[config.mk]
export PLATFORM = sky130hd
export DESIGN_NAME = cbsm_bank
export DESIGN_NICKNAME = d
export VERILOG_FILES = /design/src/cbsm_pkg.sv /design/src/cbsm_bank.sv
export SDC_FILE = /design/constraint.sdc
export NUM_CORES = 1
export LEC_CHECK = 0
export BUFFER_PORTS_ARGS = -buffer_cell sky130_fd_sc_hd__buf_2
export CAP_MARGIN = 10
export CORE_MARGIN = 5
export CORE_UTILIZATION = 45
export CTS_CLUSTER_SIZE = 14
export DETAILED_ROUTE_END_ITERATION = 8
export GPL_TIMING_DRIVEN = 1
export PLACE_DENSITY_LB_ADDON = 0.2
export SLEW_MARGIN = 10
export SYNTH_ARGS = -nofsm -noshare
export SYNTH_HDL_FRONTEND = slang
export SYNTH_SLANG_ARGS = --single-unit
[constraint.sdc]
create_clock -name clock -period 1.6 [get_ports clock]
set_input_delay 0.16 -clock clock [delete_from_list [all_inputs] [get_ports clock]]
set_output_delay 0.16 -clock clock [all_outputs]
set_load 0.01 [all_outputs]
[src/cbsm_pkg.sv]
// ----------------------------------------------------------------------------
// cbsm_pkg
// Shared types and constants of the cartridge bank-switching mapper.
// ----------------------------------------------------------------------------
package cbsm_pkg;

   localparam int ROM_BYTES_DEFAULT = 131072;
   localparam int RAM_BYTES         = 32768;
   localparam int RAM_AW            = $clog2(RAM_BYTES);
   localparam int REQ_TDATA_W       = 48;
   localparam int RSP_TDATA_W       = 8;

   typedef enum logic [1:0] {
      FUNC_READ  = 2'd0,
      FUNC_WRITE = 2'd1,
      FUNC_LOAD  = 2'd2,
      FUNC_NONE  = 2'd3
   } func_type;

   typedef struct packed {
      func_type    func;
      logic [12:0] addr;
      logic [7:0]  data;
      logic [16:0] rom_index;
   } req_item_type;

   typedef struct packed {
      logic        en;
      logic        qual;
      logic [12:0] addr;
      logic [7:0]  data;
   } bank_req_type;

   typedef struct packed {
      logic [4:0] low_bank;
      logic       low_rom;
      logic [4:0] mid_bank;
      logic       mid_rom;
      logic [7:0] high_bank;
      logic       high_rom;
   } bank_state_type;

endpackage

[src/cbsm_bank.sv]
// ----------------------------------------------------------------------------
// cbsm_bank
// Bank registers and hotspot decode: low, middle and high slice selection.
// ----------------------------------------------------------------------------
module cbsm_bank (
   input  logic                   clock,
   input  logic                   reset,
   input  cbsm_pkg::bank_req_type bank_req,
   output cbsm_pkg::bank_state_type bank_state
);

   cbsm_pkg::bank_state_type bank_ff;
   cbsm_pkg::bank_state_type bank_in;
   logic [12:0]              a;
   logic [7:0]               d;

   assign a = bank_req.addr;
   assign d = bank_req.data;

   always_comb begin
      bank_in = bank_ff;
      if (bank_req.en && !a[12]) begin
         if (bank_req.qual) begin
            if (a[11:8] == 4'hc) begin
               bank_in.high_bank = a[7:0];
               bank_in.high_rom  = 1'b1;
            end else if (a[11:8] == 4'hd) begin
               bank_in.high_bank = {1'b0, a[6:0]};
               bank_in.high_rom  = 1'b0;
            end else if (a[11:8] == 4'he && !a[6]) begin
               bank_in.low_bank = a[4:0];
               bank_in.low_rom  = 1'b1;
            end else if (a[11:8] == 4'he && a[6]) begin
               bank_in.low_bank = {1'b0, a[3:0]};
               bank_in.low_rom  = 1'b0;
            end else if (a[11:8] == 4'hf && !a[6]) begin
               bank_in.mid_bank = a[4:0];
               bank_in.mid_rom  = 1'b1;
            end else if (a[11:8] == 4'hf && a[6] && !a[4]) begin
               bank_in.mid_bank = {1'b0, a[3:0]};
               bank_in.mid_rom  = 1'b0;
            end else if (a[11:8] == 4'h4) begin
               bank_in.low_bank[0] = ~bank_ff.low_bank[0];
            end else if (a[11:8] == 4'h5) begin
               bank_in.low_bank[1] = ~bank_ff.low_bank[1];
            end else if (a[11:8] == 4'h8) begin
               bank_in.mid_bank[0] = ~bank_ff.mid_bank[0];
            end else if (a[11:8] == 4'h9) begin
               bank_in.mid_bank[1] = ~bank_ff.mid_bank[1];
            end
         end
         if (a[11:8] == 4'h0 && a[6:4] == 3'b111 && a[2] && !a[0]) begin
            bank_in.high_bank = d;
            bank_in.high_rom  = 1'b1;
         end else if (a[11:8] == 4'h0 && a[6:4] == 3'b111 && a[2] && a[0]) begin
            bank_in.high_bank = {1'b0, d[6:0]};
            bank_in.high_rom  = 1'b0;
         end else if (a[11:8] == 4'h0 && a[6:2] == 5'b11110) begin
            case (d[7:4])
               4'h0: begin
                  bank_in.low_bank = {1'b0, d[3:0]};
                  bank_in.low_rom  = 1'b1;
               end
               4'h4: begin
                  bank_in.low_bank = {1'b0, d[3:0]};
                  bank_in.low_rom  = 1'b0;
               end
               4'h9: begin
                  bank_in.mid_bank = {1'b1, d[3:0]};
                  bank_in.mid_rom  = 1'b1;
               end
               4'hc: begin
                  bank_in.mid_bank = {1'b0, d[3:0]};
                  bank_in.mid_rom  = 1'b0;
               end
               default: begin
               end
            endcase
         end
      end
      // top page access under the qualifying condition
      if (bank_req.en && bank_req.qual && a[12:8] == 5'h1f) begin
         bank_in.high_bank[3:0] = {a[3], a[6:4]};
      end
   end

   always_ff @(posedge clock) begin
      if (reset) begin
         bank_ff <= '{low_bank: 5'd0, low_rom: 1'b1, mid_bank: 5'd0, mid_rom: 1'b1,
                      high_bank: 8'd0, high_rom: 1'b1};
      end else begin
         bank_ff <= bank_in;
      end
   end

   assign bank_state = bank_ff;

endmodule

After elaboration in Yosys (flattened, before gate mapping)
Cells that the tools add are included.

storage, ports and cells
  register bits after elaboration = 21

operators by class
  equality and inequality tests = 14
  mux-type cells = 34
  bitwise logic cells = 4
  reductions and logical operators = 26

operators by type and width
  operator                                                         count
  12-bit 2-to-1 mux                                                5
  9-bit 2-to-1 mux                                                 4
  4-bit == test, second input constant                             8
  6-bit 2-to-1 mux                                                 4
  6-bit case mux with 2 select lines                               2
  21-bit 2-to-1 mux                                                1
  1-bit logical AND                                                13
  4-bit by 3-bit == test with 1-bit output, second input constant  3
  2-bit 2-to-1 mux                                                 6
  5-bit == test, second input constant                             2
  4-bit logical NOT                                                2
  1-bit 2-to-1 mux                                                 8
  4-bit nonzero test                                               2
  3-bit 2-to-1 mux                                                 2
  3-bit AND reduction                                              2
  5-bit 2-to-1 mux                                                 1
  5-bit nonzero test                                               1
  1-bit logical NOT                                                4
  4-bit 2-to-1 mux                                                 1
  1-bit NOT                                                        4
  3-bit == test, second input constant                             1
  3-bit nonzero test                                               1
  2-bit nonzero test                                               1

Logic depth before layout (Yosys ltp)
Gate-level depths: netlist of run 1.

  word-level depth = 16
  depth in mapped cells = 7

Worst setup path after synthesis of run 1
No wires, ideal clock.

  path type = in2reg
  from = input port bank_req[18] (netlist bit)
  to = register bank_ff, in the netlist bank_state[3]
  library setup time = 0.132 ns
  arrival = 1.369 ns
  required time = 1.468 ns
  setup slack = 0.099 ns
  stages = 6
  buffers on the path = 1
  cell sequence = buf_6 nor3_1 and2_1 mux2_2 a32oi_1 o22ai_1

between the ends
  cells in the longest elaborated chain, start to end = 8

ends and longest elaborated chain
  what                                                       RTL line         source
  from (decl)                                                cbsm_bank.sv:8   input cbsm_pkg::bank_req_type bank_req,
  branches (longest 8 deep; another with 21-bit 2-to-1 mux)  n/a
  to (signal assigned)                                       cbsm_bank.sv:89  bank_ff <= '{low_bank: 5'd0, low_rom: 1'b1, mid_bank: 5'd0, mid_rom: 1'b1,
  to (signal assigned)                                       cbsm_bank.sv:92  bank_ff <= bank_in;
  to (decl)                                                  cbsm_bank.sv:12  cbsm_pkg::bank_state_type bank_ff;

Parallel ways; which one is timed is not known. The select of a mux whose other input is x is not followed.
A chain may end at the register's enable or synchronous reset.

Worst setup path in the final report of run 1
  from = input port bank_req[10] (netlist bit)
  to = register bank_ff, in the netlist bank_state[12]

between the ends
  cells in the longest elaborated chain, start to end = 11

ends and longest elaborated chain
  what                                RTL line         source
  3-bit 2-to-1 mux                    cbsm_bank.sv:39  end else if (a[11:8] == 4'hf && a[6] && !a[4]) begin
  6-bit 2-to-1 mux                    cbsm_bank.sv:36  end else if (a[11:8] == 4'hf && !a[6]) begin
  6-bit 2-to-1 mux                    cbsm_bank.sv:33  end else if (a[11:8] == 4'he && a[6]) begin
  6-bit 2-to-1 mux                    cbsm_bank.sv:30  end else if (a[11:8] == 4'he && !a[6]) begin
  12-bit 2-to-1 mux                   cbsm_bank.sv:27  end else if (a[11:8] == 4'hd) begin
  12-bit 2-to-1 mux                   cbsm_bank.sv:24  if (a[11:8] == 4'hc) begin
  21-bit 2-to-1 mux                   cbsm_bank.sv:23  if (bank_req.qual) begin
  6-bit case mux with 2 select lines  cbsm_bank.sv:59  case (d[7:4])
  12-bit 2-to-1 mux                   cbsm_bank.sv:58  end else if (a[11:8] == 4'h0 && a[6:2] == 5'b11110) begin
  12-bit 2-to-1 mux                   cbsm_bank.sv:55  end else if (a[11:8] == 4'h0 && a[6:4] == 3'b111 && a[2] && a[0]) begin
  12-bit 2-to-1 mux *                 cbsm_bank.sv:52  if (a[11:8] == 4'h0 && a[6:4] == 3'b111 && a[2] && !a[0]) begin

Mark *: on every way between the ends. The rest lies on a longest branch, timed or not. The select of a mux whose other input is x is not followed.

==> run metrics, run 1 <==
status completed; final critical path time including I/O delays and setup 1.29 ns; CTS clk-pin slew, worst paths 0.13 ns; share of power burned in the clock network 0.265; number of global-route vias before repair approximately 1,500; switching power share of the total 0.303; total routing usage reported by global routing 0.213; number of nets still failing antenna checks after routing 0; Diodes inserted 0; unrepaired setup endpoints after global routing false; maximum number of pins on one net before global-route repair 18; area of the core approximately 0.0030 sq mm; gate count after technology mapping 180; syn nets 205; number of fill cells roughly 310; hold crit path type in -> reg; smallest setup slack after layout ~0.31 ns; number of sinks handled by clock tree synthesis 21; number of port buffers 45; Synth Register Bits 21; number of nets in the layout 261; TritonCTS clock tree yes; count of unique library cells instantiated by Yosys 56; weighted congestion at the end of routability-driven global placement between 0.8 and 0.9; max-cap violation count 0; number of DRC violations after detailed-routing iteration 0 95; Sequential Area between 400 and 500 sq um; Final Skew 0 ns; number of I/O pins 46; share of post-route cells with drive strength above 1 0.336; sequential fraction of the synthesis area 0.303; Critical Path End Type flop; initial antenna violation count 0; cell type with the highest aggregate area in the netlist sky130_fd_sc_hd__dfxtp_1; top cell type's share of synthesized area 0.303; Total Wirelength about 4500 um; dominant register cell in the synthesized netlist sky130_fd_sc_hd__dfxtp_1; DIE AREA between 0.004 and 0.005 sq mm; Period Utilization, post-route 0.805; worst voltage drop across the vdd grid between 300 and 400 uV; average wire length per cell after detail routing ~17 um; async set-reset flop share out of synthesis 0; internal cell power between 0.0007 and 0.0008 W; most common cell after layout, fill and taps aside sky130_fd_sc_hd__buf_2; number of buffers between clock root and the deepest sink 2; max-slew violation count 0; mapped cell area roughly 0.0014 sq mm; post-route DRC violation count 0; post-synthesis area per instance slightly below 8 sq um; post-cts resize count 0; flip-flop count of the largest register, all copies and words added 21; required time of the worst setup path 1.80 ns; Final TNS setup 0 ns; count of endpoints failing hold in the final timing report 0; Setup Buffers After CTS 0; CP startpoint kind input pin; highest-count cells in the layout ignoring fill and taps 45 x sky130_fd_sc_hd__buf_2, 21 x sky130_fd_sc_hd__dfxtp_1, 20 x sky130_fd_sc_hd__buf_4; transition time at the pin with the least slew margin 0.466 ns; TritonCTS buffer count 3; Critical Path, Cell by Cell buf_2, nor4bb_1, nand4_2, buf_4, nor4_1, a211oi_2; top post-synthesis cells by area sky130_fd_sc_hd__dfxtp_1 30%, sky130_fd_sc_hd__a21oi_1 4.3%, sky130_fd_sc_hd__nor2_1 4.3%; setup slack after placement -0.00238 ns; Buf+Inv Stages, Crit Path 2; grt ovf 0; deepest level of the CTS H-tree 1; die extent in x between 60 and 70 um; die height between 60 and 70 um; arrival time reported for the critical path endpoint around 1.5 ns; total number of vias between 1,500 and 2,000; post-place instance area about 0.0017 sq mm; number of search-and-repair iterations in the first detailed-routing pass 4; Hold WS approximately 0.14 ns; leakage dissipation approximately 0.74 nW; routed via count divided by cell count roughly 6; row cnt 20; synthesis-to-layout area growth 26.8%; Max Freq between 0.7 and 0.8 GHz; WS Path Type in -> reg; register share of total power 0.527; footprint of the multi-input gates a little under 900 sq um; starting density of the core 0.462; reported net switching power slightly above 0.0003 W; total power per unit cell area about 580 mW/mm^2; slowest CP cell sky130_fd_sc_hd__nor4bb_1; worst-path fanout max 8; half-perimeter wire length after detailed placement 3530 um; Final setup viols 0; gate family responsible for the most delay along the worst path simple AND/OR/NAND/NOR gates; post-layout instance area 0.00176 sq mm; latest clock arrival within the worst-skew pair 0.31 ns; Synth warnings 0; slowest cell delay on critical path around 0.46 ns; part of the total power dissipated in combinational logic 0.208; core occupancy in the finished layout 0.586; max_slew headroom 0.685; clock root buffer sky130_fd_sc_hd__clkbuf_4; CTS Hold Bufs 0; number of synthesized flops with an enable pin 0; wire length of the first global-routing pass between 7000 and 8000 um
## Yosys cell counts, types with 2 or more instances
master and n:
sky130_fd_sc_hd__nand2b_1 2, sky130_fd_sc_hd__a31oi_1 4, sky130_fd_sc_hd__nand2_1 12, sky130_fd_sc_hd__o22ai_1 4, sky130_fd_sc_hd__a311oi_1 2, sky130_fd_sc_hd__a21oi_1 12, sky130_fd_sc_hd__o32ai_1 6, sky130_fd_sc_hd__nand4_1 2
sky130_fd_sc_hd__buf_2 4, sky130_fd_sc_hd__a211oi_1 4, sky130_fd_sc_hd__a32oi_1 2, sky130_fd_sc_hd__clkbuf_1 5, sky130_fd_sc_hd__nor2_1 16, sky130_fd_sc_hd__buf_4 2, sky130_fd_sc_hd__nor3_1 4, sky130_fd_sc_hd__and3_1 6
sky130_fd_sc_hd__buf_1 2, sky130_fd_sc_hd__o41ai_1 2, sky130_fd_sc_hd__nor2b_1 3, sky130_fd_sc_hd__a211oi_2 2, sky130_fd_sc_hd__inv_1 5, sky130_fd_sc_hd__nor4b_1 2, sky130_fd_sc_hd__dfxtp_1 21, sky130_fd_sc_hd__o21ai_0 11
sky130_fd_sc_hd__nand3_1 11, sky130_fd_sc_hd__nor3b_1 2, sky130_fd_sc_hd__and2_1 3
## routing by layer
| layer | wire length, um | track usage | up-vias |
|---|---|---|---|
| met5 | 0 | 0 | - |
| met4 | 58 | 0.0725 | 0 |
| met3 | 347 | 0.0342 | 6 |
| met2 | 2110 | 0.349 | 65 |
| met1 | 1930 | 0.283 | 758 |
| li1 | - | - | 800 |
## power by group through the flow
stage	sequential (W)	clock, W	combinational [W]
floorplan	0.000551	0	0.000110
global placement	0.000548	0	0.000207
detailed placement	0.000548	0	0.000207
CTS	0.000536	0.000277	0.000209
global route	0.000538	0.000298	0.000232
finish	0.000536	0.000269	0.000212
## stage by stage
step / instances / power [W]
global placement: 264 / 0.000754
floorplan: 180 / 0.000661
global route: 268 / 0.00107
detailed placement: 264 / 0.000755
CTS: 268 / 0.00102
finish: 268 / 0.00102
## worst min-delay path, delay by kind of cell
kind	cells	cell delay (ns)
AO/OA/AOI/OAI	1	0.08
buffers and inverters	1	0.12
AND/OR/NAND/NOR	1	0.05
## final cells by class
class | count | share of cell area
Clock inverter | 1 | 0.00284
Clock buffer | 3 | 0.0128
Sequential cell | 21 | 0.239
Tap cell | 33 | 0.0235
Inverter | 7 | 0.0149
Timing Repair Buffer | 65 | 0.213
Multi-Input combinational cell | 138 | 0.494
## kinds of logic after synthesis
| group | synth area share |
|---|---|
| multiplexers | 0.00811 |
| AO/OA/AOI/OAI | 0.307 |
| flip-flops | 0.303 |
| AND/OR/NAND/NOR | 0.304 |
| XOR/XNOR | 0.00631 |
| buffers and inverters | 0.0712 |
## final timing paths
path | slack (ns) | start | depth (start not counted) | to
worst min-delay path | 0.14 | bank_req[6] | 3 | bank_state[7]
worst min register to register | 0.50 | bank_state[14] | 2 | bank_state[14]
worst max-delay path | 0.31 | bank_req[10] | 6 | bank_state[12]
worst max register to register | 0.43 | bank_state[17] | 5 | bank_state[17]
No activity file was read; power rests on OpenSTA's default activity.
==> run 2, diff against run 1 <==
--- a/config.mk
+++ b/config.mk
@@ -8,7 +8,7 @@
 export BUFFER_PORTS_ARGS = -buffer_cell sky130_fd_sc_hd__buf_2
 export CAP_MARGIN = 10
 export CORE_MARGIN = 5
-export CORE_UTILIZATION = 45
+export CORE_UTILIZATION = 47
 export CTS_CLUSTER_SIZE = 14
 export DETAILED_ROUTE_END_ITERATION = 8
 export GPL_TIMING_DRIVEN = 1
==> constraint.sdc (replaced) <==
create_clock -name clock -period 1.3 [get_ports clock]
set_input_delay 0.13 -clock clock [delete_from_list [all_inputs] [get_ports clock]]
set_output_delay 0.13 -clock clock [all_outputs]
set_load 0.01 [all_outputs]
==> run metrics, run 2 (synthesized netlist as in run 1, its figures left out) <==
status completed; TritonCTS buffer count 3 (unchanged); starting density of the core 0.499 (+0.0368); Total Wirelength 4850 um (+8.8%); initial antenna violation count 0 (unchanged); half-perimeter wire length after detailed placement 3870 um (+9.5%); total number of vias 1,778 (+9.1%); Critical Path, Cell by Cell buf_2, nor4bb_2, nand4_2, buf_4, nor4b_1, a31oi_1, o21ai_1; WS Path Type in -> reg; number of search-and-repair iterations in the first detailed-routing pass 4 (unchanged); Setup Buffers After CTS 0 (unchanged); maximum number of pins on one net before global-route repair 18 (unchanged); number of global-route vias before repair 1,678 (+9.1%); DIE AREA 0.00414 sq mm (-3.6%); required time of the worst setup path 1.55 ns (-0.25 ns); count of endpoints failing hold in the final timing report 0 (unchanged); total routing usage reported by global routing 0.237 (+0.0239); wire length of the first global-routing pass 7910 um (+9.2%); flip-flop count of the largest register, all copies and words added 21 (unchanged); Buf+Inv Stages, Crit Path 2 (unchanged); worst-path fanout max 7 (-1); die height 64.3 um (-1.8%); number of nets in the layout 287 (+10%); Max Freq 0.842 GHz; average wire length per cell after detail routing 16.6 um (-0.15%); CTS Hold Bufs 0 (unchanged); max-slew violation count 0 (unchanged); synthesis-to-layout area growth 45.3%; number of fill cells 234 (-24%); arrival time reported for the critical path endpoint 1.44 ns (-0.05 ns); share of post-route cells with drive strength above 1 0.425 (+0.0891); final critical path time including I/O delays and setup ~1.2 ns; CP startpoint kind input pin; deepest level of the CTS H-tree 1 (unchanged); unrepaired setup endpoints after global routing false; Final setup viols 0 (unchanged); footprint of the multi-input gates 920 sq um (+5.9%); highest-count cells in the layout ignoring fill and taps 45 x sky130_fd_sc_hd__buf_2, 45 x sky130_fd_sc_hd__buf_4, 21 x sky130_fd_sc_hd__dfxtp_1; die extent in x 64.3 um (-1.8%); max_slew headroom 0.733 (+0.0478); Final TNS setup 0 ns (unchanged); gate family responsible for the most delay along the worst path simple AND/OR/NAND/NOR gates; Final Power 0.00131 W (+29%); number of buffers between clock root and the deepest sink 2 (unchanged); row cnt 19 (-5.0%); Critical Path End Type flop; leakage dissipation 0.880 nW (+18%); worst voltage drop across the vdd grid 1030 uV (+230%); area of the core 0.00278 sq mm (-7.4%); Final Skew 0 ns (unchanged); number of I/O pins 46 (unchanged); post-cts resize count 0 (unchanged); latest clock arrival within the worst-skew pair 0.31 ns (about the same); total power per unit cell area 649 mW/mm^2 (+12%); routed via count divided by cell count 6.09 (+0.18%); number of nets still failing antenna checks after routing 0 (unchanged); Period Utilization, post-route 0.914; Diodes inserted 0 (unchanged); slowest CP cell sky130_fd_sc_hd__nor4bb_2; Sequential Area 420 sq um (unchanged); post-route DRC violation count 0 (unchanged); hold crit path type in -> reg; number of port buffers 45 (unchanged); number of DRC violations after detailed-routing iteration 0 133 (+40%); weighted congestion at the end of routability-driven global placement 0.920 (+2.7%); grt ovf 0 (unchanged); slowest cell delay on critical path 0.39 ns (-0.07 ns); transition time at the pin with the least slew margin 0.396 ns (-0.0696 ns); max-cap violation count 0 (unchanged); CTS clk-pin slew, worst paths 0.12 ns (about the same); number of sinks handled by clock tree synthesis 21 (unchanged); clock root buffer sky130_fd_sc_hd__clkbuf_4; TritonCTS clock tree yes
## run 2: per-layer routing
metal | track usage | wire length [um] | vias up
met5 | 0 | 0 | -
met2 | 0.434 | 2460 | 79
met4 | 0.0789 | 91 | 0
met1 | 0.270 | 1910 | 831
li1 | - | - | 858
met3 | 0.0473 | 388 | 10
## run 2: report_power, final
| group | internal, W | switching (W) |
|---|---|---|
| Combinational | 0.000150 | 0.000178 |
| Clock | 0.000115 | 0.000206 |
| Sequential | 0.000653 | 0.00000716 |
## run 2: path summary, 6_finish.rpt
| kind | startpoint | end | slack (ns) | cells past startpoint |
|---|---|---|---|---|
| worst max register to register | bank_state[17] | bank_state[17] | 0.12 | 5 |
| worst max-delay path | bank_req[10] | bank_state[10] | 0.11 | 7 |
| worst min register to register | bank_state[20] | bank_state[20] | 0.48 | 2 |
| worst min-delay path | bank_req[6] | bank_state[7] | 0.10 | 3 |
## run 2: final cells by class
class,count,area share
clock inverters,1,0.00248
clock buffers,3,0.0112
flip-flops and latches,21,0.209
well taps,31,0.0192
repair buffers,91,0.289
multi-input cells,138,0.456
inverters,7,0.0130
## run 2: tightest hold or removal path, stage by stage
cell	delay, ns
sky130_fd_sc_hd__buf_2	0.12
sky130_fd_sc_hd__nand2_1	0.05
sky130_fd_sc_hd__a311oi_1	0.07
## run 2: per-stage QoR
step / hold slack (ns) / utilization / instances / cell area [sq um] / setup WS [ns]
global placement: 0.406 / 0.715 / 288 / 1990 / -0.178
finish: 0.104 / 0.725 / 292 / 2020 / 0.112
CTS: 0.0929 / 0.725 / 292 / 2020 / 0.0652
detailed placement: 0.422 / 0.715 / 288 / 1990 / -0.207
floorplan: 0.268 / - / 180 / 1480 / -0.0166
global route: 0.0799 / 0.725 / 292 / 2020 / 0.00456
==> run 3, diff against run 2 <==
--- a/config.mk
+++ b/config.mk
@@ -8,7 +8,7 @@
 export BUFFER_PORTS_ARGS = -buffer_cell sky130_fd_sc_hd__buf_2
 export CAP_MARGIN = 10
 export CORE_MARGIN = 5
-export CORE_UTILIZATION = 47
+export CORE_UTILIZATION = 45
 export CTS_CLUSTER_SIZE = 14
 export DETAILED_ROUTE_END_ITERATION = 8
 export GPL_TIMING_DRIVEN = 1
==> constraint.sdc (replaced) <==
create_clock -name clock -period 1 [get_ports clock]
set_input_delay 0.1 -clock clock [delete_from_list [all_inputs] [get_ports clock]]
set_output_delay 0.1 -clock clock [all_outputs]
set_load 0.01 [all_outputs]
==> run metrics, run 3 (synthesized netlist as in run 1, its figures left out) <==
placed cell count 297 (+3.1%); Final Power 0.00186 W (+42%); die extent in x 65.5 um (+1.9%); highest-count cells in the layout ignoring fill and taps 48 x sky130_fd_sc_hd__buf_4, 34 x sky130_fd_sc_hd__buf_2, 17 x sky130_fd_sc_hd__dfxtp_1; worst voltage drop across the vdd grid 446 uV (-57%); post-place instance area 0.00206 sq mm (+3.8%); unrepaired setup endpoints after global routing true; flip-flop count of the largest register, all copies and words added 21 (unchanged); total routing usage reported by global routing 0.257 (+0.0201); clock root buffer sky130_fd_sc_hd__clkbuf_4; setup slack after placement -0.477 ns (-0.270 ns); number of nets still failing antenna checks after routing 0 (unchanged); starting density of the core 0.462 (-0.0368); violated checks negative setup slack; share of post-route cells with drive strength above 1 0.586 (+0.161); number of search-and-repair iterations in the first detailed-routing pass 4 (unchanged); min-delay src bank_req[0]; FF-to-FF Start bank_state[11]; non-filler instance count after layout 306 (+4.8%); worst hold path depth 3 (unchanged); synthesis-to-layout area growth 76.5%; number of I/O pins 46 (unchanged); footprint of the multi-input gates 0.00113 sq mm (+23%); CP startpoint kind input pin; Diodes inserted 0 (unchanged); leakage dissipation 1.04 nW (+18%); maximum number of pins on one net before global-route repair 13 (-5); Critical Path End Type flop; number of DRC violations after detailed-routing iteration 0 215 (+62%); routed via count divided by cell count 6.28 (+3.1%); total number of vias 1,921 (+8.0%); endpoint of the most critical register-to-register path bank_state[11]; post-layout instance area 0.00245 sq mm (+21%); max-cap violation count 0 (unchanged); grt ovf 0 (unchanged); Total Wirelength 5960 um (+23%); number of sinks handled by clock tree synthesis 21 (unchanged); die height 65.5 um (+1.9%); row cnt 20 (+1); required time of the worst setup path 1.23 ns (-0.32 ns); post-route DRC violation count 0 (unchanged); TritonCTS clock tree yes; CTS clk-pin slew, worst paths 0.13 ns (about the same); Sequential Area 425 sq um (+1.2%); Final setup viols 17 (+17); end of the worst hold path bank_state[1]; wire length of the first global-routing pass 8660 um (+9.5%); latest clock arrival within the worst-skew pair 0.30 ns (about the same); Max Freq 0.887 GHz; number of port buffers 45 (unchanged); WS Path Type in -> reg; number of nets in the layout 299 (+4.2%); hold crit path type in -> reg; area of the core 0.00300 sq mm (+8.0%); most common cell after layout, fill and taps aside sky130_fd_sc_hd__buf_4; max-slew violation count 0 (unchanged); status finished, violations left; TritonCTS buffer count 3 (unchanged); number of buffers between clock root and the deepest sink 2 (unchanged); CTS Hold Bufs 0 (unchanged); transition time at the pin with the least slew margin 0.310 ns (-0.0860 ns); count of endpoints failing hold in the final timing report 0 (unchanged); max_slew headroom 0.792 (+0.0588); deepest level of the CTS H-tree 1 (unchanged); average wire length per cell after detail routing 19.5 um (+17%); weighted congestion at the end of routability-driven global placement 0.962 (+4.6%); number of global-route vias before repair 1,903 (+13%); Period Utilization, post-route 1.13; initial antenna violation count 0 (unchanged); number of fill cells 194 (-17%); core occupancy in the finished layout 0.815 (+0.0907); final critical path time including I/O delays and setup roughly 1.1 ns; smallest setup slack after layout -0.127 ns (-0.239 ns); half-perimeter wire length after detailed placement 4220 um (+9.0%); Worst Reg2Reg Path Length in Cells 5 (unchanged); DIE AREA 0.00429 sq mm (+3.7%); worst-path fanout max 3 (-4); r2r setup slk -0.09 ns (-0.21 ns); arrival time reported for the critical path endpoint 1.36 ns (-0.08 ns); total power per unit cell area 760 mW/mm^2 (+17%); Final Skew 0 ns (unchanged)
==> run 3: cell types whose count changed in the layout (fill, tap and decap cells not counted), moves of 4 or more <==
cell                      before  now
sky130_fd_sc_hd__o21ai_0      10    5
sky130_fd_sc_hd__buf_6         0   16
sky130_fd_sc_hd__dfxtp_1      21   17
sky130_fd_sc_hd__buf_2        45   34
sky130_fd_sc_hd__a21oi_1      12    8
sky130_fd_sc_hd__nor2_1       16   12
sky130_fd_sc_hd__dfxtp_2       0    4
==> run 3: cell type report <==
| type | count | area share |
|---|---|---|
| inverters | 7 | 0.0107 |
| repair buffers | 103 | 0.325 |
| well taps | 33 | 0.0169 |
| flip-flops and latches | 21 | 0.174 |
| clock buffers | 3 | 0.00920 |
| clock inverters | 1 | 0.00204 |
| multi-input cells | 138 | 0.462 |
==> run 3: report_power, final <==
| group | internal (W) | total, W | leakage, nW | switching, W |
|---|---|---|---|---|
| clock | 0.000149 | 0.000426 | 0.0177 | 0.000277 |
| sequential | 0.000850 | 0.000861 | 0.172 | 0.0000112 |
| combinational | 0.000285 | 0.000573 | 0.847 | 0.000288 |
==> run 3: stage by stage <==
step | hold WS (ns) | setup TNS, ns
after global placement | 0.377 | -7.78
final | 0.0930 | -0.793
after global routing | 0.128 | -1.73
after detailed placement | 0.401 | -8.71
after floorplan | 0.238 | -3.79
after CTS | 0.0722 | -0.428
==> run 3: per-layer routing <==
layer / vias to the layer above / global-route usage / part of all wire
li1: 878 / - / -
met1: 911 / 0.292 / 0.38
met2: 93 / 0.465 / 0.51
met3: 39 / 0.0427 / 0.051
met4: 0 / 0.117 / 0.057
met5: - / 0 / 0
==> run 3: what timing repair did <==
action,in CTS,in global routing
setup endpoints to repair,23,24
pin swaps,25,15
resized for setup,34,43
setup buffers,4,1
endpoints found under the hold margin,0,0
==> run 3: critical path, cell delays in order <==
cell                      delay, ns
sky130_fd_sc_hd__buf_6         0.10
sky130_fd_sc_hd__and2_4        0.15
sky130_fd_sc_hd__buf_4         0.13
sky130_fd_sc_hd__buf_4         0.12
sky130_fd_sc_hd__o21ai_0       0.20
sky130_fd_sc_hd__a21oi_1       0.09
sky130_fd_sc_hd__or3_1         0.39
sky130_fd_sc_hd__o31ai_4       0.07
==> run 3: worst max-delay path by stage <==
stage / startpoint / end / slack [ns] / cells past startpoint
finish: bank_req[12] / bank_state[11] / -0.13 / 8
global route: bank_req[12] / bank_state[11] / -0.20 / 8
CTS: bank_req[19] / bank_state[3] / -0.07 / 6
detailed placement: bank_req[19] / bank_state[3] / -0.48 / 6
global placement: bank_req[19] / bank_state[3] / -0.43 / 6
floorplan: bank_req[18] / bank_state[1] / -0.29 / 7
